`src/hdl/acl_pkg.sv`:
```
// ---------------------------------------------------------------------------
// ARMA loss and gradient package
// Sizes, codes, shared structs and arithmetic helpers of the engine.
// ---------------------------------------------------------------------------
package acl_pkg;

  localparam int MAX_AR     = 4;
  localparam int MAX_MA     = 4;
  localparam int COEF_WIDTH = 16;
  localparam int COEF_FRAC  = COEF_WIDTH - 2;
  localparam int DATA_W     = 32;
  localparam int ACC_W      = 64;
  localparam int CFG_W      = 64;
  localparam int OUT_SLOT_W = 4;

  localparam int NUM_SLOTS  = MAX_AR + MAX_MA + 1;
  localparam int NUM_FILT   = NUM_SLOTS + 1;
  localparam int AR_BASE    = 1;
  localparam int MA_BASE    = 1 + MAX_AR;
  localparam int INT_FILT   = 1 + MAX_AR + MAX_MA;
  localparam int FILT_W     = $clog2(NUM_FILT);
  localparam int SLOT_W     = $clog2(NUM_SLOTS);
  localparam int CNT_W      = $clog2(NUM_SLOTS + 1);
  localparam int ORD_W      = $clog2((MAX_AR > MAX_MA ? MAX_AR : MAX_MA) + 1);
  localparam int AR_IW      = (MAX_AR > 1) ? $clog2(MAX_AR) : 1;
  localparam int MA_IW      = (MAX_MA > 1) ? $clog2(MAX_MA) : 1;
  localparam int ONE_Q16    = 65536;

  localparam logic signed [ACC_W-1:0] ACC_MAX  = {1'b0, {(ACC_W-1){1'b1}}};
  localparam logic signed [ACC_W-1:0] ACC_MIN  = {1'b1, {(ACC_W-1){1'b0}}};
  localparam logic signed [ACC_W-1:0] HALF_LSB = ACC_W'(1) <<< (COEF_FRAC - 1);
  localparam logic signed [DATA_W-1:0] DATA_MAX = {1'b0, {(DATA_W-1){1'b1}}};
  localparam logic signed [DATA_W-1:0] DATA_MIN = {1'b1, {(DATA_W-1){1'b0}}};

  typedef enum logic [2:0] {
    REG_AR_ORDER  = 3'd0,
    REG_MA_ORDER  = 3'd1,
    REG_USE_INT   = 3'd2,
    REG_INTERCEPT = 3'd3,
    REG_AR_COEFFS = 3'd4,
    REG_MA_COEFFS = 3'd5,
    REG_GRAD_EN   = 3'd6
  } cfg_reg_t;

  typedef enum logic [1:0] {
    KIND_RES  = 2'd0,
    KIND_LOSS = 2'd1,
    KIND_GRAD = 2'd2
  } kind_t;

  typedef enum logic [3:0] {
    OP_NOP, OP_LOAD, OP_WARM, OP_INIT, OP_MUL, OP_MACC, OP_ROUND, OP_SQR,
    OP_LACC, OP_GMUL, OP_GACC, OP_COMMIT, OP_EMIT_RES, OP_EMIT_LOSS,
    OP_EMIT_GRAD, OP_CLEAR
  } dp_op_t;

  typedef enum logic [4:0] {
    ST_IDLE, ST_START, ST_MUL, ST_ACC, ST_ROUND, ST_SQR, ST_LACC, ST_GMUL,
    ST_GACC1, ST_GACC2, ST_NEXT, ST_INIT, ST_COMMIT, ST_ERES, ST_ELOSS,
    ST_EGRAD, ST_CLEAR
  } state_t;

  typedef struct packed {
    logic [ORD_W-1:0]         p;
    logic [ORD_W-1:0]         q;
    logic                     use_int;
    logic                     grad_en;
    logic signed [DATA_W-1:0] intercept;
    logic [CFG_W-1:0]         ar_coeffs;
    logic [CFG_W-1:0]         ma_coeffs;
  } cfg_t;

  typedef struct packed {
    dp_op_t            op;
    logic [FILT_W-1:0] filt;
    logic [CNT_W-1:0]  idx;
    logic              use_phi;
    logic [SLOT_W-1:0] slot;
    logic              last;
  } dp_cmd_t;

  typedef struct packed {
    logic active;
    logic last_in;
    logic out_free;
  } dp_status_t;

  // Saturating 64-bit addition.
  function automatic logic signed [ACC_W-1:0] sat_add(
    input logic signed [ACC_W-1:0] a,
    input logic signed [ACC_W-1:0] b
  );
    logic signed [ACC_W-1:0] s;
    s = a + b;
    if (a[ACC_W-1] == b[ACC_W-1] && s[ACC_W-1] != a[ACC_W-1]) begin
      return a[ACC_W-1] ? ACC_MIN : ACC_MAX;
    end
    return s;
  endfunction

  // Coefficient k of a packed register; zero when it lies past the top bit.
  function automatic logic signed [COEF_WIDTH-1:0] coef_at(
    input logic [CFG_W-1:0] r,
    input logic [CNT_W-1:0] k
  );
    if ((int'(k) + 1) * COEF_WIDTH > CFG_W) begin
      return '0;
    end
    return r[int'(k)*COEF_WIDTH +: COEF_WIDTH];
  endfunction

endpackage

```
`src/hdl/acl_ctrl.sv`:
```
// ---------------------------------------------------------------------------
// Sequencer
// Steps the shared multiply-accumulate datapath through each sample's filters
// and drives the result emission.
// ---------------------------------------------------------------------------
module acl_ctrl (
  input  logic                 clk,
  input  logic                 rst,
  input  acl_pkg::cfg_t        cfg,
  input  acl_pkg::dp_status_t  status,
  input  logic                 s_tvalid,
  output logic                 s_tready,
  output acl_pkg::dp_cmd_t     cmd
);
  import acl_pkg::*;

  state_t            state;
  state_t            state_next;
  logic [FILT_W-1:0] f;
  logic [FILT_W-1:0] f_next;
  logic [CNT_W-1:0]  cnt;
  logic [CNT_W-1:0]  cnt_next;
  logic              phi_ph;
  logic              phi_ph_next;

  logic [FILT_W:0]   f_inc;
  logic [CNT_W-1:0]  cnt_inc;
  logic [CNT_W-1:0]  nslots;
  logic              last_term;
  logic              f_inc_valid;
  logic              acc_f;
  logic [SLOT_W-1:0] slot_of_f;
  logic [FILT_W-1:0] ar_k;
  logic [FILT_W-1:0] ma_k;

  // Derived counts and filter decode.
  always_comb begin
    f_inc     = {1'b0, f} + (FILT_W+1)'(1);
    cnt_inc   = cnt + CNT_W'(1);
    nslots    = cfg.grad_en ? (CNT_W'(cfg.p) + CNT_W'(cfg.q) + CNT_W'(cfg.use_int)) : '0;
    last_term = phi_ph ? (cnt_inc == CNT_W'(cfg.p)) : (cnt_inc == CNT_W'(cfg.q));
    ar_k      = FILT_W'(int'(f) - AR_BASE);
    ma_k      = FILT_W'(int'(f) - MA_BASE);
    acc_f     = (int'(f) != INT_FILT) || cfg.use_int;
    if (int'(f) < MA_BASE) begin
      slot_of_f = SLOT_W'(ar_k);
    end else if (int'(f) < INT_FILT) begin
      slot_of_f = SLOT_W'(cfg.p) + SLOT_W'(ma_k);
    end else begin
      slot_of_f = SLOT_W'(cfg.p) + SLOT_W'(cfg.q);
    end
    if (int'(f_inc) < MA_BASE) begin
      f_inc_valid = (int'(f_inc) - AR_BASE) < int'(cfg.p);
    end else if (int'(f_inc) < INT_FILT) begin
      f_inc_valid = (int'(f_inc) - MA_BASE) < int'(cfg.q);
    end else begin
      f_inc_valid = 1'b1;
    end
  end

  // Next state.
  always_comb begin
    state_next = state;
    case (state)
      ST_IDLE:   if (s_tvalid) state_next = ST_START;
      ST_START: begin
        if (!status.active) begin
          state_next = ST_COMMIT;
        end else if (cfg.p != '0 || cfg.q != '0) begin
          state_next = ST_MUL;
        end else begin
          state_next = ST_ROUND;
        end
      end
      ST_MUL:    state_next = ST_ACC;
      ST_ACC: begin
        if (last_term && (!phi_ph || cfg.q == '0)) begin
          state_next = ST_ROUND;
        end else begin
          state_next = ST_MUL;
        end
      end
      ST_ROUND: begin
        if (f == '0) begin
          state_next = ST_SQR;
        end else if (acc_f) begin
          state_next = ST_GMUL;
        end else begin
          state_next = ST_NEXT;
        end
      end
      ST_SQR:    state_next = ST_LACC;
      ST_LACC:   state_next = ST_NEXT;
      ST_GMUL:   state_next = ST_GACC1;
      ST_GACC1:  state_next = ST_GACC2;
      ST_GACC2:  state_next = ST_NEXT;
      ST_NEXT: begin
        if ((f == '0 && !cfg.grad_en) || int'(f_inc) == NUM_FILT) begin
          state_next = ST_COMMIT;
        end else if (f_inc_valid) begin
          state_next = ST_INIT;
        end
      end
      ST_INIT:   state_next = (cfg.q != '0) ? ST_MUL : ST_ROUND;
      ST_COMMIT: state_next = ST_ERES;
      ST_ERES: begin
        if (status.out_free) state_next = status.last_in ? ST_ELOSS : ST_IDLE;
      end
      ST_ELOSS: begin
        if (status.out_free) state_next = (nslots == '0) ? ST_CLEAR : ST_EGRAD;
      end
      ST_EGRAD: begin
        if (status.out_free && cnt_inc == nslots) state_next = ST_CLEAR;
      end
      ST_CLEAR:  state_next = ST_IDLE;
      default:   state_next = ST_IDLE;
    endcase
  end

  // Counter updates.
  always_comb begin
    f_next      = f;
    cnt_next    = cnt;
    phi_ph_next = phi_ph;
    case (state)
      ST_IDLE: begin
        f_next   = '0;
        cnt_next = '0;
      end
      ST_START: begin
        cnt_next    = '0;
        phi_ph_next = (cfg.p != '0);
      end
      ST_ACC: begin
        if (last_term) begin
          if (phi_ph && cfg.q != '0) begin
            phi_ph_next = 1'b0;
            cnt_next    = '0;
          end
        end else begin
          cnt_next = cnt_inc;
        end
      end
      ST_NEXT:  f_next = f_inc[FILT_W-1:0];
      ST_INIT: begin
        cnt_next    = '0;
        phi_ph_next = 1'b0;
      end
      ST_ELOSS: cnt_next = '0;
      ST_EGRAD: if (status.out_free) cnt_next = cnt_inc;
      default: ;
    endcase
  end

  // Commands to the datapath.
  always_comb begin
    s_tready    = 1'b0;
    cmd.op      = OP_NOP;
    cmd.filt    = f;
    cmd.idx     = cnt;
    cmd.use_phi = phi_ph;
    cmd.slot    = slot_of_f;
    cmd.last    = 1'b0;
    case (state)
      ST_IDLE: begin
        s_tready = 1'b1;
        if (s_tvalid) cmd.op = OP_LOAD;
      end
      ST_START:  cmd.op = status.active ? OP_INIT : OP_WARM;
      ST_MUL:    cmd.op = OP_MUL;
      ST_ACC:    cmd.op = OP_MACC;
      ST_ROUND:  cmd.op = OP_ROUND;
      ST_SQR:    cmd.op = OP_SQR;
      ST_LACC:   cmd.op = OP_LACC;
      ST_GMUL:   cmd.op = OP_GMUL;
      ST_GACC1:  cmd.op = OP_GACC;
      ST_GACC2:  cmd.op = OP_GACC;
      ST_INIT:   cmd.op = OP_INIT;
      ST_COMMIT: cmd.op = OP_COMMIT;
      ST_ERES:   if (status.out_free) cmd.op = OP_EMIT_RES;
      ST_ELOSS: begin
        if (status.out_free) cmd.op = OP_EMIT_LOSS;
        cmd.last = (nslots == '0);
      end
      ST_EGRAD: begin
        if (status.out_free) cmd.op = OP_EMIT_GRAD;
        cmd.slot = cnt[SLOT_W-1:0];
        cmd.last = (cnt_inc == nslots);
      end
      ST_CLEAR:  cmd.op = OP_CLEAR;
      default: ;
    endcase
  end

  // State and counters.
  always_ff @(posedge clk) begin
    if (rst) begin
      state  <= ST_IDLE;
      f      <= '0;
      cnt    <= '0;
      phi_ph <= 1'b0;
    end else begin
      state  <= state_next;
      f      <= f_next;
      cnt    <= cnt_next;
      phi_ph <= phi_ph_next;
    end
  end

endmodule

```
`config.mk`:
```
export PLATFORM = sky130hd
export DESIGN_NAME = acl_ctrl
export DESIGN_NICKNAME = d
export VERILOG_FILES = /design/src/hdl/acl_pkg.sv /design/src/hdl/acl_ctrl.sv
export SDC_FILE = /design/constraint.sdc
export NUM_CORES = 1
export LEC_CHECK = 0
export ABC_CLOCK_PERIOD_IN_PS = 3100
export CAP_MARGIN = 10
export CORE_AREA = 4 4 72 74
export CTS_CLUSTER_SIZE = 16
export DETAILED_ROUTE_END_ITERATION = 10
export DIE_AREA = 0 0 76 78
export DONT_BUFFER_PORTS = 1
export GPL_TIMING_DRIVEN = 1
export PLACE_DENSITY_LB_ADDON = 0.05
export SLEW_MARGIN = 40
export SYNTH_ARGS = -nofsm -noshare
export SYNTH_HDL_FRONTEND = slang
export SYNTH_SLANG_ARGS = --single-unit
```
`constraint.sdc`:
```
create_clock -name clk -period 3.1 [get_ports clk]
set_clock_uncertainty 0.15 [all_clocks]
set_input_delay 0.155 -clock clk [delete_from_list [all_inputs] [get_ports clk]]
set_output_delay 0.155 -clock clk [all_outputs]
set_load 0.02 [all_outputs]
```
# After elaboration in Yosys (flattened, before gate mapping)
# Index checks and enable logic that the tools add are counted.
dict set report totals {
  ff_bits 14
}
dict set report classes {
  add_sub_neg 9
  n_reduce_logical 25
  n_eq_ne 30
  order_cmp 6
  muxes 38
}
# operator count
set op_table {}
lappend op_table {{$pmux W5 S15} 1}
lappend op_table {{$pmux W4 S15} 1}
lappend op_table {{$mux W4} 14}
lappend op_table {{$eq A5 B4 Y1 const B} 8}
lappend op_table {{$mux W5} 7}
lappend op_table {{$eq A5 B3 Y1 const B} 4}
lappend op_table {{$ne A2 B2 Y1 const B} 7}
lappend op_table {{$lt A6 B4 Y1} 2}
lappend op_table {{$pmux W4 S3} 1}
lappend op_table {{$reduce_bool A3 Y1} 4}
lappend op_table {{$eq A5 B2 Y1 const B} 2}
lappend op_table {{$eq A5 B5 Y1 const B} 2}
lappend op_table {{$mux W3} 3}
lappend op_table {{$eq A4 B3 Y1} 2}
lappend op_table {{$logic_not A4 Y1} 2}
lappend op_table {{$mux W1} 8}
lappend op_table {{$pmux W4 S2} 1}
lappend op_table {{$ne A3 B3 Y1 const B} 2}
lappend op_table {{$reduce_and A3 Y1} 2}
lappend op_table {{$sub A5 B1 Y6 const B} 1}
lappend op_table {{$sub A5 B3 Y6 const B} 1}
lappend op_table {{$add A4 B1 Y5 const B} 1}
lappend op_table {{$eq A5 B1 Y1 const B} 1}
lappend op_table {{$logic_not A5 Y1} 1}
lappend op_table {{22 further kinds} 30}

# Longest topological paths before layout
dict set report logic_depth {
  depth_word 8
  depth_mapped 13
}

# Worst setup path before layout
# No wires, ideal clock.
dict set report synth_path {
  path_kind {register to register}
  from {register f[0]}
  to {register state[3]}
  stages_incl_launch_ff 14
  period_less_slack_ns 2.953
  t_arrival_ns 2.668
  setup_slack_ns 0.147
  path_buffers 2
  required_time_ns 2.815
  path_cell_list {dfxtp_1 -> buf_4 -> inv_2 -> ha_1 -> buf_6 -> xor2_1 -> ha_1 -> nor2b_1 -> o21a_1 -> nor3_1 -> a2bb2oi_1 -> o21ai_4 -> nor2_2 -> a311oi_2}
}
dict set report synth_between {
  elab_chain_len 7
}
# item line_no
set synth_lines {}
lappend synth_lines {{start: declaration} acl_ctrl.sv:19} ;# logic [FILT_W-1:0] f;
lappend synth_lines {{start signal: assignment} acl_ctrl.sv:204} ;# f <= f_next;
lappend synth_lines {{$add A4 B1 Y5} acl_ctrl.sv:38} ;# f_inc = {1'b0, f} + (FILT_W+1)'(1);
lappend synth_lines {{$sub A5 B3 Y6} acl_ctrl.sv:55} ;# f_inc_valid = (int'(f_inc) - MA_BASE) < int'(cfg.q);
lappend synth_lines {{$lt A6 B4 Y1} acl_ctrl.sv:55}
lappend synth_lines {{$mux W1} acl_ctrl.sv:54} ;# end else if (int'(f_inc) < INT_FILT) begin
lappend synth_lines {{$mux W1} acl_ctrl.sv:52} ;# if (int'(f_inc) < MA_BASE) begin
lappend synth_lines {{$ne A3 B3 Y1 (no source line)} -}
lappend synth_lines {{$reduce_and A5 Y1 (no source line)} -}
lappend synth_lines {{end signal: assignment} acl_ctrl.sv:203} ;# state <= state_next;
lappend synth_lines {{end: declaration} acl_ctrl.sv:17} ;# state_t state;
# Parallel ways exist; a longest one is shown, timed or not.
# A chain may end at the register's enable or synchronous reset.

==> results_dict.tcl <==
set metrics [dict create \
    gp_congestion 0.828 \
    drtIter0Drc 135 \
    final.min_clock_period_ns 2.87 \
    cts.sinks 14 \
    die_h_um 78 \
    io_pins 193 \
    fp.dieW_um 76 \
    ctsRootBufferMaster "clkbuf_8" \
    final_core_util_pct 52.4 \
    critPathMostFrequentCell "inv_1" \
    path_depth 12 \
    min_to "state[4]" \
    htree_levels 1 \
    rows 25 \
    start_util_pct 49.7 \
    rsz0062_at_grt "no" \
    min_path_type "primary input to flip-flop" \
    clock_latency_ns 0.25 \
    setup_viol 0 \
    nNetsFinal 505 \
    gr-total-overflow 0 \
    outcome "complete, no violations" \
    arrival_ns 2.57 \
    worstPathBufferInverterCount 4 \
    tns_ns 0 \
    yosysWarnings 0 \
    fillers 486 \
    grt_pass1_wl_mm 10.8 \
    grt_usage_pct 21.9 \
    cts_made_buffers 3 \
    postSynthAreaPerCell_um2 7.28 \
    worstSetupPathType "flip-flop to primary output" \
    endpoint_kind "primary output" \
    yosysSeqAreaShare_pct 12.3 \
    hpwl_mm 5.02 \
    synthArstFlopShare_pct 0 \
    finalMaxSlewViolations 0 \
    start_kind "flip-flop" \
    reg2regPathDepth 11 \
    p_per_area_nw_per_um2 585 \
    cp_slowest_cell "fa_1" \
    fin_crit_sh_pct 92.7 \
    n_antenna_cell 0 \
    syn_area_um2 2290 \
    r2r-start "f[1]" \
    area_growth_pct 5.42 \
    clock_path_buffers 2 \
    fmax_mhz 348 \
    routed_wl_mm 6.36 \
    maxCapViolations 0 \
    critical_path.max_fanout 4 \
    crit_family "adder cells" \
    min-delay-start "cfg[160]" \
    cp_data_required_time_ns 2.79 \
    min_path_cells 3 \
    io_buffer_count 0 \
    vdd_drop_max_mv 0.201 \
    wl_per_cell_um 17.5 \
    drive_gt1_share_pct 14.5 \
    drc 0 \
    coreArea_um2 4600 \
    synth_nets 508 \
    vias_per_cell 6.06 \
    syn_inst 314 \
    worstMarginPinSlew_ns 0.737 \
    grt_max_degree 23 \
    rr_endpoint "state[3]" \
    ant_nets 0 \
    ctsResizeCount 0 \
    grt_pass1_vias 2124 \
    multi_input_area_um2 1810 \
    path_cells "inv_1, ha_1, inv_1, ha_1, inv_1, fa_1, or3_1, o21ai_0, nand2_1, o311a_2, a21oi_1, buf_4" \
    slowest_delay_ns 0.44 \
    regToRegSetupSlack_ns 0.42 \
    synth_edf_count 0 \
    die_area_um2 5930 \
    cts_tree "done" \
    antenna_found_initial 0 \
    slew_headroom_pct 50.5 \
    firstDrtPassIters 4 \
    num_vias 2207 \
    p_total_mw 1.41 \
    synth_seq_cells 14 \
    finalHoldViolations 0 \
    clk_pin_slew_worst_paths_ns 0.07 \
    seqCellArea_um2 282 \
    power.leakage_nw 0.958 \
    layout.cells.most_common "nor2_1" \
    synth_cell_types 72 \
    synth-main-ff-cell "dfxtp_1" \
    final_cell_mix "nor2_1, nand2_1, a21oi_1" \
]
==> per-layer routing <==
metal  part of all wire (%)  track usage, %
met4                    1.3            6.05
met2                     47            36.6
met5                      0               0
met1                     46            28.1
met3                    6.0            5.10
==> cell type report <==
cell class / count / area share [%]
timing repair buffer: 16 / 5.09
tap: 54 / 2.80
inverter: 21 / 3.27
sequential: 14 / 11.7
clock buffer: 4 / 2.28
multi-input combinational: 255 / 74.9
==> power breakdown <==
group / switching (mW) / internal, mW
clock: 0.0762 / 0.113
sequential: 0.117 / 0.213
combinational: 0.553 / 0.338
==> worst min-delay path, stage by stage <==
cell and delay (ns):
o41ai_4 0.08, nand2_2 0.10, a2111oi_2 0.06
==> cell usage after synthesis, drive strengths merged, types with 6 or more instances <==
cell,n,area share [%]
a21oi,20,4.4
a31oi,6,2.3
buf,18,4.4
clkbuf,6,0.98
dfxtp,14,12
ha,18,9.8
inv,21,3.4
mux2i,6,2.6
nand2,25,4.2
nand2b,6,2.0
nand3,9,2.0
nor2,40,6.7
nor2b,6,1.8
nor3,12,2.6
o21ai,20,4.9
xor2,9,3.8
==> repair_timing <==
| item | CTS | global route |
|---|---|---|
| hold endpoints to repair | 14 | 0 |
| hold buffers | 1 | 0 |
| setup buffers | 0 | 0 |
==> how the worst max path moves through the flow <==
stage / startpoint / endpoint
global placement: cfg[162] / state[0]
CTS: f[1] / cmd[3]
floorplan: f[0] / state[3]
detailed placement: cfg[162] / state[0]
global route: f[1] / cmd[3]
finish: f[1] / cmd[3]
==> flip-flops by register name (all words and copies together), names as in the netlist <==
signal and flops:
state 5, f 4, phi_ph 1, cnt 4
==> cell families (layout without fill, tap and decap cells) <==
family	Yosys count	in the layout	share of synthesized area, %
flops	14	14	12.3
mux	6	6	2.63
xor+xnor	15	15	6.73
buf+inv	45	41	8.81
compound gates	89	89	29.3
fa+ha+maj	20	20	11.6
simple gates	125	125	28.7
==> through the flow <==
step                      setup WS, ns  instances  hold slack [ns]  instance area (um2)
after detailed placement         0.352        359           0.0761                 2340
after floorplan                  0.147        314           0.0712                 2290
after global placement           0.355        359           0.0758                 2340
final                            0.227        364           0.0442                 2410
after CTS                        0.207        364           0.0443                 2410
after global routing            0.0574        364           0.0517                 2410
Note: power is estimated with default switching activity, not from simulation.
