[src/hdl/acl_pkg.sv]
// ---------------------------------------------------------------------------
// ARMA loss and gradient package
// Sizes, codes, shared structs and arithmetic helpers of the engine.
// ---------------------------------------------------------------------------
package acl_pkg;

  localparam int MAX_AR     = 4;
  localparam int MAX_MA     = 4;
  localparam int COEF_WIDTH = 16;
  localparam int COEF_FRAC  = COEF_WIDTH - 2;
  localparam int DATA_W     = 32;
  localparam int ACC_W      = 64;
  localparam int CFG_W      = 64;
  localparam int OUT_SLOT_W = 4;

  localparam int NUM_SLOTS  = MAX_AR + MAX_MA + 1;
  localparam int NUM_FILT   = NUM_SLOTS + 1;
  localparam int AR_BASE    = 1;
  localparam int MA_BASE    = 1 + MAX_AR;
  localparam int INT_FILT   = 1 + MAX_AR + MAX_MA;
  localparam int FILT_W     = $clog2(NUM_FILT);
  localparam int SLOT_W     = $clog2(NUM_SLOTS);
  localparam int CNT_W      = $clog2(NUM_SLOTS + 1);
  localparam int ORD_W      = $clog2((MAX_AR > MAX_MA ? MAX_AR : MAX_MA) + 1);
  localparam int AR_IW      = (MAX_AR > 1) ? $clog2(MAX_AR) : 1;
  localparam int MA_IW      = (MAX_MA > 1) ? $clog2(MAX_MA) : 1;
  localparam int ONE_Q16    = 65536;

  localparam logic signed [ACC_W-1:0] ACC_MAX  = {1'b0, {(ACC_W-1){1'b1}}};
  localparam logic signed [ACC_W-1:0] ACC_MIN  = {1'b1, {(ACC_W-1){1'b0}}};
  localparam logic signed [ACC_W-1:0] HALF_LSB = ACC_W'(1) <<< (COEF_FRAC - 1);
  localparam logic signed [DATA_W-1:0] DATA_MAX = {1'b0, {(DATA_W-1){1'b1}}};
  localparam logic signed [DATA_W-1:0] DATA_MIN = {1'b1, {(DATA_W-1){1'b0}}};

  typedef enum logic [2:0] {
    REG_AR_ORDER  = 3'd0,
    REG_MA_ORDER  = 3'd1,
    REG_USE_INT   = 3'd2,
    REG_INTERCEPT = 3'd3,
    REG_AR_COEFFS = 3'd4,
    REG_MA_COEFFS = 3'd5,
    REG_GRAD_EN   = 3'd6
  } cfg_reg_t;

  typedef enum logic [1:0] {
    KIND_RES  = 2'd0,
    KIND_LOSS = 2'd1,
    KIND_GRAD = 2'd2
  } kind_t;

  typedef enum logic [3:0] {
    OP_NOP, OP_LOAD, OP_WARM, OP_INIT, OP_MUL, OP_MACC, OP_ROUND, OP_SQR,
    OP_LACC, OP_GMUL, OP_GACC, OP_COMMIT, OP_EMIT_RES, OP_EMIT_LOSS,
    OP_EMIT_GRAD, OP_CLEAR
  } dp_op_t;

  typedef enum logic [4:0] {
    ST_IDLE, ST_START, ST_MUL, ST_ACC, ST_ROUND, ST_SQR, ST_LACC, ST_GMUL,
    ST_GACC1, ST_GACC2, ST_NEXT, ST_INIT, ST_COMMIT, ST_ERES, ST_ELOSS,
    ST_EGRAD, ST_CLEAR
  } state_t;

  typedef struct packed {
    logic [ORD_W-1:0]         p;
    logic [ORD_W-1:0]         q;
    logic                     use_int;
    logic                     grad_en;
    logic signed [DATA_W-1:0] intercept;
    logic [CFG_W-1:0]         ar_coeffs;
    logic [CFG_W-1:0]         ma_coeffs;
  } cfg_t;

  typedef struct packed {
    dp_op_t            op;
    logic [FILT_W-1:0] filt;
    logic [CNT_W-1:0]  idx;
    logic              use_phi;
    logic [SLOT_W-1:0] slot;
    logic              last;
  } dp_cmd_t;

  typedef struct packed {
    logic active;
    logic last_in;
    logic out_free;
  } dp_status_t;

  // Saturating 64-bit addition.
  function automatic logic signed [ACC_W-1:0] sat_add(
    input logic signed [ACC_W-1:0] a,
    input logic signed [ACC_W-1:0] b
  );
    logic signed [ACC_W-1:0] s;
    s = a + b;
    if (a[ACC_W-1] == b[ACC_W-1] && s[ACC_W-1] != a[ACC_W-1]) begin
      return a[ACC_W-1] ? ACC_MIN : ACC_MAX;
    end
    return s;
  endfunction

  // Coefficient k of a packed register; zero when it lies past the top bit.
  function automatic logic signed [COEF_WIDTH-1:0] coef_at(
    input logic [CFG_W-1:0] r,
    input logic [CNT_W-1:0] k
  );
    if ((int'(k) + 1) * COEF_WIDTH > CFG_W) begin
      return '0;
    end
    return r[int'(k)*COEF_WIDTH +: COEF_WIDTH];
  endfunction

endpackage

[src/hdl/acl_cfg.sv]
// ---------------------------------------------------------------------------
// Configuration registers
// Holds the written registers and presents them with the orders clamped.
// ---------------------------------------------------------------------------
module acl_cfg (
  input  logic                 clk,
  input  logic                 rst,
  input  logic                 cfg_we,
  input  logic [2:0]           cfg_index,
  input  logic [63:0]          cfg_data,
  output acl_pkg::cfg_t        cfg
);
  import acl_pkg::*;

  logic [2:0]         ar_order;
  logic [2:0]         ma_order;
  logic               use_intercept;
  logic [DATA_W-1:0]  intercept;
  logic [CFG_W-1:0]   ar_coeffs;
  logic [CFG_W-1:0]   ma_coeffs;
  logic               gradient_enable;

  // Register writes.
  always_ff @(posedge clk) begin
    if (rst) begin
      ar_order        <= '0;
      ma_order        <= '0;
      use_intercept   <= 1'b0;
      intercept       <= '0;
      ar_coeffs       <= '0;
      ma_coeffs       <= '0;
      gradient_enable <= 1'b1;
    end else if (cfg_we) begin
      case (cfg_reg_t'(cfg_index))
        REG_AR_ORDER:  ar_order        <= cfg_data[2:0];
        REG_MA_ORDER:  ma_order        <= cfg_data[2:0];
        REG_USE_INT:   use_intercept   <= cfg_data[0];
        REG_INTERCEPT: intercept       <= cfg_data[DATA_W-1:0];
        REG_AR_COEFFS: ar_coeffs       <= cfg_data;
        REG_MA_COEFFS: ma_coeffs       <= cfg_data;
        REG_GRAD_EN:   gradient_enable <= cfg_data[0];
        default: ;
      endcase
    end
  end

  // Orders above the maximum are clamped.
  always_comb begin
    cfg.p         = (int'(ar_order) > MAX_AR) ? ORD_W'(MAX_AR) : ORD_W'(ar_order);
    cfg.q         = (int'(ma_order) > MAX_MA) ? ORD_W'(MAX_MA) : ORD_W'(ma_order);
    cfg.use_int   = use_intercept;
    cfg.grad_en   = gradient_enable;
    cfg.intercept = signed'(intercept);
    cfg.ar_coeffs = ar_coeffs;
    cfg.ma_coeffs = ma_coeffs;
  end

endmodule

[config.mk]
export PLATFORM = sky130hd
export DESIGN_NAME = acl_cfg
export DESIGN_NICKNAME = d
export VERILOG_FILES = /design/src/hdl/acl_pkg.sv /design/src/hdl/acl_cfg.sv
export SDC_FILE = /design/constraint.sdc
export NUM_CORES = 1
export LEC_CHECK = 0
export BUFFER_PORTS_ARGS = -buffer_cell sky130_fd_sc_hd__buf_4
export CORE_ASPECT_RATIO = 1.2
export CORE_MARGIN = 5
export CORE_UTILIZATION = 40
export CTS_BUF_LIST = sky130_fd_sc_hd__clkbuf_4
export CTS_CLUSTER_SIZE = 40
export DETAILED_ROUTE_END_ITERATION = 8
export PLACE_DENSITY = 0.66
export SLEW_MARGIN = 0
export SYNTH_ARGS = -nofsm -noshare
export SYNTH_HDL_FRONTEND = slang
export SYNTH_SLANG_ARGS = --single-unit
[constraint.sdc]
create_clock -name clk -period 1.7 [get_ports clk]
set_input_delay 0.255 -clock clk [delete_from_list [all_inputs] [get_ports clk]]
set_output_delay 0.255 -clock clk [all_outputs]
set_load 0.005 [all_outputs]
== After elaboration in Yosys (flattened, before gate mapping) ==
Index checks and enable logic that the tools add are counted.
Storage, ports and cells
  logic and storage cells: 25
  register bits after elaboration: 168
  output and inout bits: 168
Operators by class
  mux-type cells: 2
  equal/unequal tests: 6
  reduce and logical (&&, ||, !) cells: 8
  order comparisons: 2
Operators by type and width (count)
  $reduce_and 2->1: 7
  $eq 3x3->1 const B: 3
  $eq 3x2->1 const B: 2
  $gt 3x3->1 const B: 2
  $mux 3: 2
  $eq 3x1->1 const B: 1
  $logic_not 3->1: 1

== Longest topological paths before layout ==
Gate-level depths: netlist of the first run.
  depth in word-level cells: 2
  gate-level depth with buffers: 6
  depth with buffers taken out: 2

== Worst setup path before layout of the first run ==
OpenSTA, ideal clock, no wires.
  path kind: input port to flip-flop
  start: input port cfg_index[0]
  end: register ar_coeffs[26]
  path slack: 0.436 ns
  required time: 1.628 ns
  stages on the path: 6
  data arrival time: 1.193 ns
  setup time: 0.072 ns
  cell sequence: buf_6 and4bb_1 buf_2 buf_6 buf_8 mux2i_1
On the way
  longest elaborated chain between the ends: 2
RTL lines
  from (decl): RTL line acl_cfg.sv:9  | input logic [2:0] cfg_index,
  $eq 3x3->1: RTL line acl_cfg.sv:34  | case (cfg_reg_t'(cfg_index))
  $reduce_and 2->1 (no line)
  to (signal assigned): RTL line acl_cfg.sv:39  | REG_AR_COEFFS: ar_coeffs <= cfg_data;
  to (decl): RTL line acl_cfg.sv:19  | logic [CFG_W-1:0] ar_coeffs;
Every way passes these cells.
A chain may end at the register's enable or synchronous reset.

== Worst setup path in the final report of the first run ==
  start: input port cfg_index[2]
  end: register ma_coeffs[37]
On the way
  longest elaborated chain between the ends: 2
RTL lines
  $eq 3x3->1: RTL line acl_cfg.sv:34
  $reduce_and 2->1 (no line)
  to (signal assigned): RTL line acl_cfg.sv:40  | REG_MA_COEFFS: ma_coeffs <= cfg_data;
  to (decl): RTL line acl_cfg.sv:20  | logic [CFG_W-1:0] ma_coeffs;
Every way passes these cells.

==> results_dict.tcl, run 1 <==
set metrics [dict create \
    syn_to_final_growth_pct 42.1 \
    route.detailed.drc 0 \
    critPathBufInv 3 \
    die_area_sq_mm 0.0200 \
    tightest_slew_ns 0.635 \
    routedWlPerCell_um 15.8 \
    final.setup_skew_ns 0 \
    setup_viol 0 \
    io_pins 238 \
    drt_iter0_markers 128 \
    setup_ws_ns 0.128 \
    status "finished clean" \
    cts_tree "yes" \
    total_leakage_power_nw 4.67 \
    seq_area_frac_synth_pct 48.8 \
    placed_cell_area_sq_mm 0.00889 \
    grt_usage_pct 18.0 \
    start_util_pct 40.8 \
    vias_per_cell 4.67 \
    mostFrequentLayoutCell "buf_4" \
    clock_latency_ns 0.55 \
    cts_max_path_buffers 2 \
    grtUsageMet2_pct 30.0 \
    grtUsageMet3_pct 7.53 \
    portBuffers 237 \
    min_period_ns 1.57 \
    syn_nets 703 \
    required_ns 2.14 \
    rsz0062_at_grt "no" \
    wirelength_um 18200 \
    crit_fanout 22 \
    max_stage_delay_ns 0.53 \
    synth-warning-count 0 \
    clkTransAtPathRegs_ns 0.13 \
    grt_max_degree 67 \
    final_nets 987 \
    ys_types 16 \
    utilization_pct 57.9 \
    finalSetupTns_ns 0 \
    die_h_um 154 \
    num_rows 52 \
    path_delay_family "buffers and inverters" \
    drive_gt1_share_pct 30.6 \
    grt_pass1_vias 5564 \
    vias 5359 \
    pre_cts_slack_ns 0.0419 \
    ys_ff_latch 168 \
    ant_nets 0 \
    comb_power_share_pct 11.4 \
    postSynthAreaPerCell_sq_um 10.9 \
    swShare_pct 25.0 \
    cpMaxStageDelayCell "dlygate4sd3_1" \
    clockPowerShare_pct 32.3 \
    overflow 0 \
    startpoint_type "input pin" \
    root_buffer "clkbuf_4" \
    core_sq_mm 0.0169 \
    grt_pass1_wl_um 28800 \
    dp_hpwl_um 13100 \
    power.density_mw_per_mm2 739 \
    syn_area_sq_mm 0.00690 \
    slew_headroom_pct 57.4 \
    p_sw_mw 1.81 \
    fmax_mhz 636 \
    slew_violations 0 \
    ir_drop_uv 506 \
    clkSinkCount 168 \
    grtUsageMet1_pct 21.1 \
    finalHoldViolCount 0 \
    syn_inst 633 \
    p_int_mw 5.43 \
    cts_setup_buffers 0 \
    period_share_pct 92.5 \
    cts_max_level 4 \
    antenna_found_initial 0 \
    postLayoutCellArea_sq_mm 0.00980 \
    worstSetupPathType "in2reg" \
    dr.pass1.iters 4 \
    hp-class "in2reg" \
    crit_arrival_ns 2.01 \
    die_x_um 130 \
    crit_path_cell_trace "dlygate4sd3_1 > buf_4 > nand4b_1 > buf_12 > mux2i_1" \
    final_cell_mix "buf_4, nand2b_1, mux2i_1, dfxtp_1, dlygate4sd3_1" \
    place.gp.congestion 0.754 \
    grt-busiest-layer "met2" \
    cts_made_buffers 17 \
    cap_violations 0 \
    end_kind "flip-flop" \
    seqPwrFrac_pct 56.3 \
    power_mw 7.24 \
]
## sequential cells by signal, indices dropped and copies added, names as in the netlist
name             cells
ma_order             3
intercept           32
use_intercept        1
ar_order             3
gradient_enable      1
ar_coeffs           64
ma_coeffs           64
## cells by family after synthesis
kind of cell	share of synthesized area, %
multiplexers	24.4
AND/OR/NAND/NOR	22.7
flip-flops	48.8
buffers and inverters	4.12
## layer usage
metal,part of all wire [%],vias to the layer above
li1,-,2647
met1,41,2509
met2,48,184
met3,9.9,19
met4,1.1,0
met5,0,-
## power by group through the flow
stage	clock network, mW	registers [mW]	logic (mW)
floorplan	0	4.16	0.356
global placement	0	4.16	0.701
detailed placement	0	4.16	0.716
CTS	2.44	4.08	0.834
global route	2.61	4.09	0.896
finish	2.34	4.08	0.826
## cell type report
| cell class | count | area (sq um) |
|---|---|---|
| multi-input cells | 414 | 3250 |
| flip-flops and latches | 168 | 3360 |
| fillers | 1457 | 7110 |
| clock buffers | 18 | 135 |
| diodes | 1 | 2.50 |
| well taps | 216 | 270 |
| repair buffers | 316 | 2630 |
| clock inverters | 14 | 149 |
## cells in the mapped netlist, drive strengths merged
library cell  number  area (sq um)
nand4bb            2          22.5
or4b               1          10.0
clkbuf            27           101
nand2b           231          1450
and4bb             1          12.5
nor2b              4          25.0
nor4bb             1          10.0
and4b              1          10.0
buf               24           183
dfxtp            168          3360
nor2               2          7.51
mux2i            168          1680
nand4b             3          26.3
## path summary, 6_finish.rpt
| kind | slack (ns) | end | cells past startpoint | from |
|---|---|---|---|---|
| setup / recovery | 0.13 | ma_coeffs[37]$_SDFFE_PP0P_ | 5 | cfg_index[2] |
| hold / removal | 0.05 | intercept[8]$_SDFFE_PP0P_ | 3 | cfg_data[8] |
| setup reg to reg | 1.03 | ar_order[2]$_SDFFE_PP0P_ | 2 | ar_order[2]$_SDFFE_PP0P_ |
| hold reg to reg | 0.48 | ma_coeffs[56]$_SDFFE_PP0P_ | 2 | ma_coeffs[56]$_SDFFE_PP0P_ |
## worst reg2reg max path: cells and delay by family (launching register included)
family	cells	cell delay [ns]
flip-flops	1	0.42
AND/OR/NAND/NOR	1	0.08
multiplexers	1	0.12
## repair_timing
action / 4_1_cts / 5_1_grt
gates resized for setup: 0 / 0
hold buffers: 62 / 0
endpoints found under the hold margin: 134 / 0
endpoints found under the setup margin: 0 / 0
## through the flow
step	std cells	hold slack, ns
finish	1147	0.0547
global route	1146	0.0385
CTS	1146	0.000138
detailed placement	1052	0.465
global placement	1052	0.459
floorplan	633	0.416
Note: power is estimated with default switching activity, not from simulation.
==> run 2, diff against run 1 <==
--- a/config.mk
+++ b/config.mk
@@ -12,6 +12,7 @@
 export CTS_BUF_LIST = sky130_fd_sc_hd__clkbuf_4
 export CTS_CLUSTER_SIZE = 40
 export DETAILED_ROUTE_END_ITERATION = 8
+export HOLD_SLACK_MARGIN = 0.15
 export PLACE_DENSITY = 0.66
 export SLEW_MARGIN = 0
 export SYNTH_ARGS = -nofsm -noshare
==> constraint.sdc (replaced) <==
create_clock -name clk -period 1.7 [get_ports clk]
set_input_delay 0.255 -clock clk [delete_from_list [all_inputs] [get_ports clk]]
set_output_delay 0.255 -clock clk [all_outputs]
set_load 0.02 [all_outputs]
==> run 2 against run 1 <==
- non-clock buffer count grew 7
- flip-flop and latch count is the same
- combinational power grew 14%
- sequential share of layout area shrank 0.23 points
- total power grew 1.5%
- critical path depth is the same
- via count grew 0.37%
- cell count grew 0.52%
- setup slack lost 0.082 ns
- largest power group unchanged
==> results_dict.tcl, run 2 (synthesis gave the netlist of run 1 again) <==
set metrics [dict create \
    cts_resized 0 \
    cts_max_path_buffers 2 \
    setup_viol 0 \
    tightest_slew_ns 0.627 \
    fmax_mhz 605 \
    grt_pass1_vias 5593 \
    root_buffer "clkbuf_4" \
    slew_violations 0 \
    final-instance-count-excl-fill 1153 \
    end_kind "flip-flop" \
    wirelength_um 18200 \
    reg2reg_slack_ns 0.53 \
    ant_nets 0 \
    grt_max_degree 67 \
    num_rows 52 \
    cts_made_buffers 17 \
    rsz0062_at_grt "no" \
    diodes 0 \
    io_pins 238 \
    slew_headroom_pct 58.0 \
    finalHoldViolCount 0 \
    hold_start "rst" \
    die_x_um 130 \
    vias_per_cell 4.67 \
    total_leakage_power_nw 4.69 \
    routedWlPerCell_um 15.8 \
    ir_drop_uv 506 \
    die_area_sq_mm 0.0200 \
    die_h_um 154 \
    hold_path_depth 3 \
    drt_iter0_markers 127 \
    final_nets 994 \
    place.gp.congestion 0.754 \
    utilization_pct 58.3 \
    required_ns 2.14 \
    cap_violations 0 \
    final_cell_mix "buf_4, nand2b_1, mux2i_1, dfxtp_1, dlygate4sd3_1" \
    grt_usage_pct 18.1 \
    crit_fanout 22 \
    core_sq_mm 0.0169 \
    route.detailed.drc 0 \
    hp-class "in2reg" \
    grt_pass1_wl_um 29000 \
    vias 5379 \
    overflow 0 \
    finalSetupTns_ns 0 \
    worstSetupPathType "in2reg" \
    cts_tree "yes" \
    dr.pass1.iters 4 \
    crit_arrival_ns 2.09 \
    mostFrequentLayoutCell "buf_4" \
    placed_cell_area_sq_mm 0.00889 \
    whs_endpoint "ar_coeffs[14]$_SDFFE_PP0P_" \
    clock_latency_ns 0.55 \
    portBuffers 237 \
    power.density_mw_per_mm2 745 \
    dp_hpwl_um 13100 \
    min_period_ns 1.65 \
    cts_max_level 4 \
    clkTransAtPathRegs_ns 0.13 \
    postLayoutCellArea_sq_mm 0.00987 \
    reg2reg_depth 3 \
    startpoint_type "input pin" \
    syn_to_final_growth_pct 43.1 \
    r2r-end "gradient_enable$_SDFFE_PP1P_" \
    dp.cells 1052 \
    clkSinkCount 168 \
    start_util_pct 40.8 \
    cts_setup_buffers 0 \
    worstReg2RegStart "gradient_enable$_SDFFE_PP1P_" \
    largestRegisters "ar_coeffs (64), ma_coeffs (64), intercept (32)" \
    power_mw 7.35 \
    final.setup_skew_ns 0 \
    period_share_pct 97.3 \
    drive_gt1_share_pct 30.4 \
    antenna_found_initial 0 \
    status "finished clean" \
]
## run 2: cell count changes in the layout (fill, tap and decap cells not counted), sizes merged
cell         previous run  this run
diode                   1         0
dlygate4sd3            62        69
## run 2: power breakdown
| group | switching, mW | internal [mW] | total [mW] |
|---|---|---|---|
| clock | 1.43 | 0.898 | 2.33 |
| combinational | 0.419 | 0.522 | 0.940 |
| sequential | 0.0534 | 4.02 | 4.08 |
## run 2: per-stage QoR
stage	hold slack (ns)	worst slack, ns
5_1_grt	0.273	0.00551
6_report	0.293	0.0460
3_5_place_dp	0.465	0.0419
3_3_place_gp	0.459	0.0604
2_1_floorplan	0.416	0.436
4_1_cts	0.235	0.0439
## run 2: final cells by class
cell class	count	area (sq um)
Sequential cell	168	3360
Clock inverter	14	149
Timing Repair Buffer	323	2700
Clock buffer	18	135
Multi-Input combinational cell	414	3250
Fill cell	1447	7050
Tap cell	216	270
## run 2: critical path, cell delays in order
cell	delay (ns)
dlygate4sd3_1	0.55
buf_4	0.16
nand4b_1	0.58
buf_12	0.40
mux2i_1	0.13
## run 2: repair_timing
item                                   CTS  global route
setup endpoints to repair                0             1
hold buffers                            70             0
endpoints found under the hold margin  168             0
## run 2: worst max-delay path by stage
stage / startpoint / to / depth (start not counted)
6_report: cfg_index[1] / ma_coeffs[37]$_SDFFE_PP0P_ / 5
5_1_grt: cfg_index[1] / ma_coeffs[43]$_SDFFE_PP0P_ / 5
4_1_cts: cfg_data[0] / gradient_enable$_SDFFE_PP1P_ / 6
3_5_place_dp: cfg_index[1] / ma_coeffs[39]$_SDFFE_PP0P_ / 4
3_3_place_gp: cfg_index[1] / ma_coeffs[40]$_SDFFE_PP0P_ / 4
2_1_floorplan: cfg_index[0] / ar_coeffs[26]$_SDFFE_PP0P_ / 6
## run 2: routing by layer
metal / up-vias / routed length [um] / GRT usage (%)
met5: - / 0 / 0
li1: 2661 / - / -
met4: 0 / 209 / 5.00
met2: 183 / 8660 / 30.2
met1: 2516 / 7500 / 21.3
met3: 19 / 1840 / 7.53
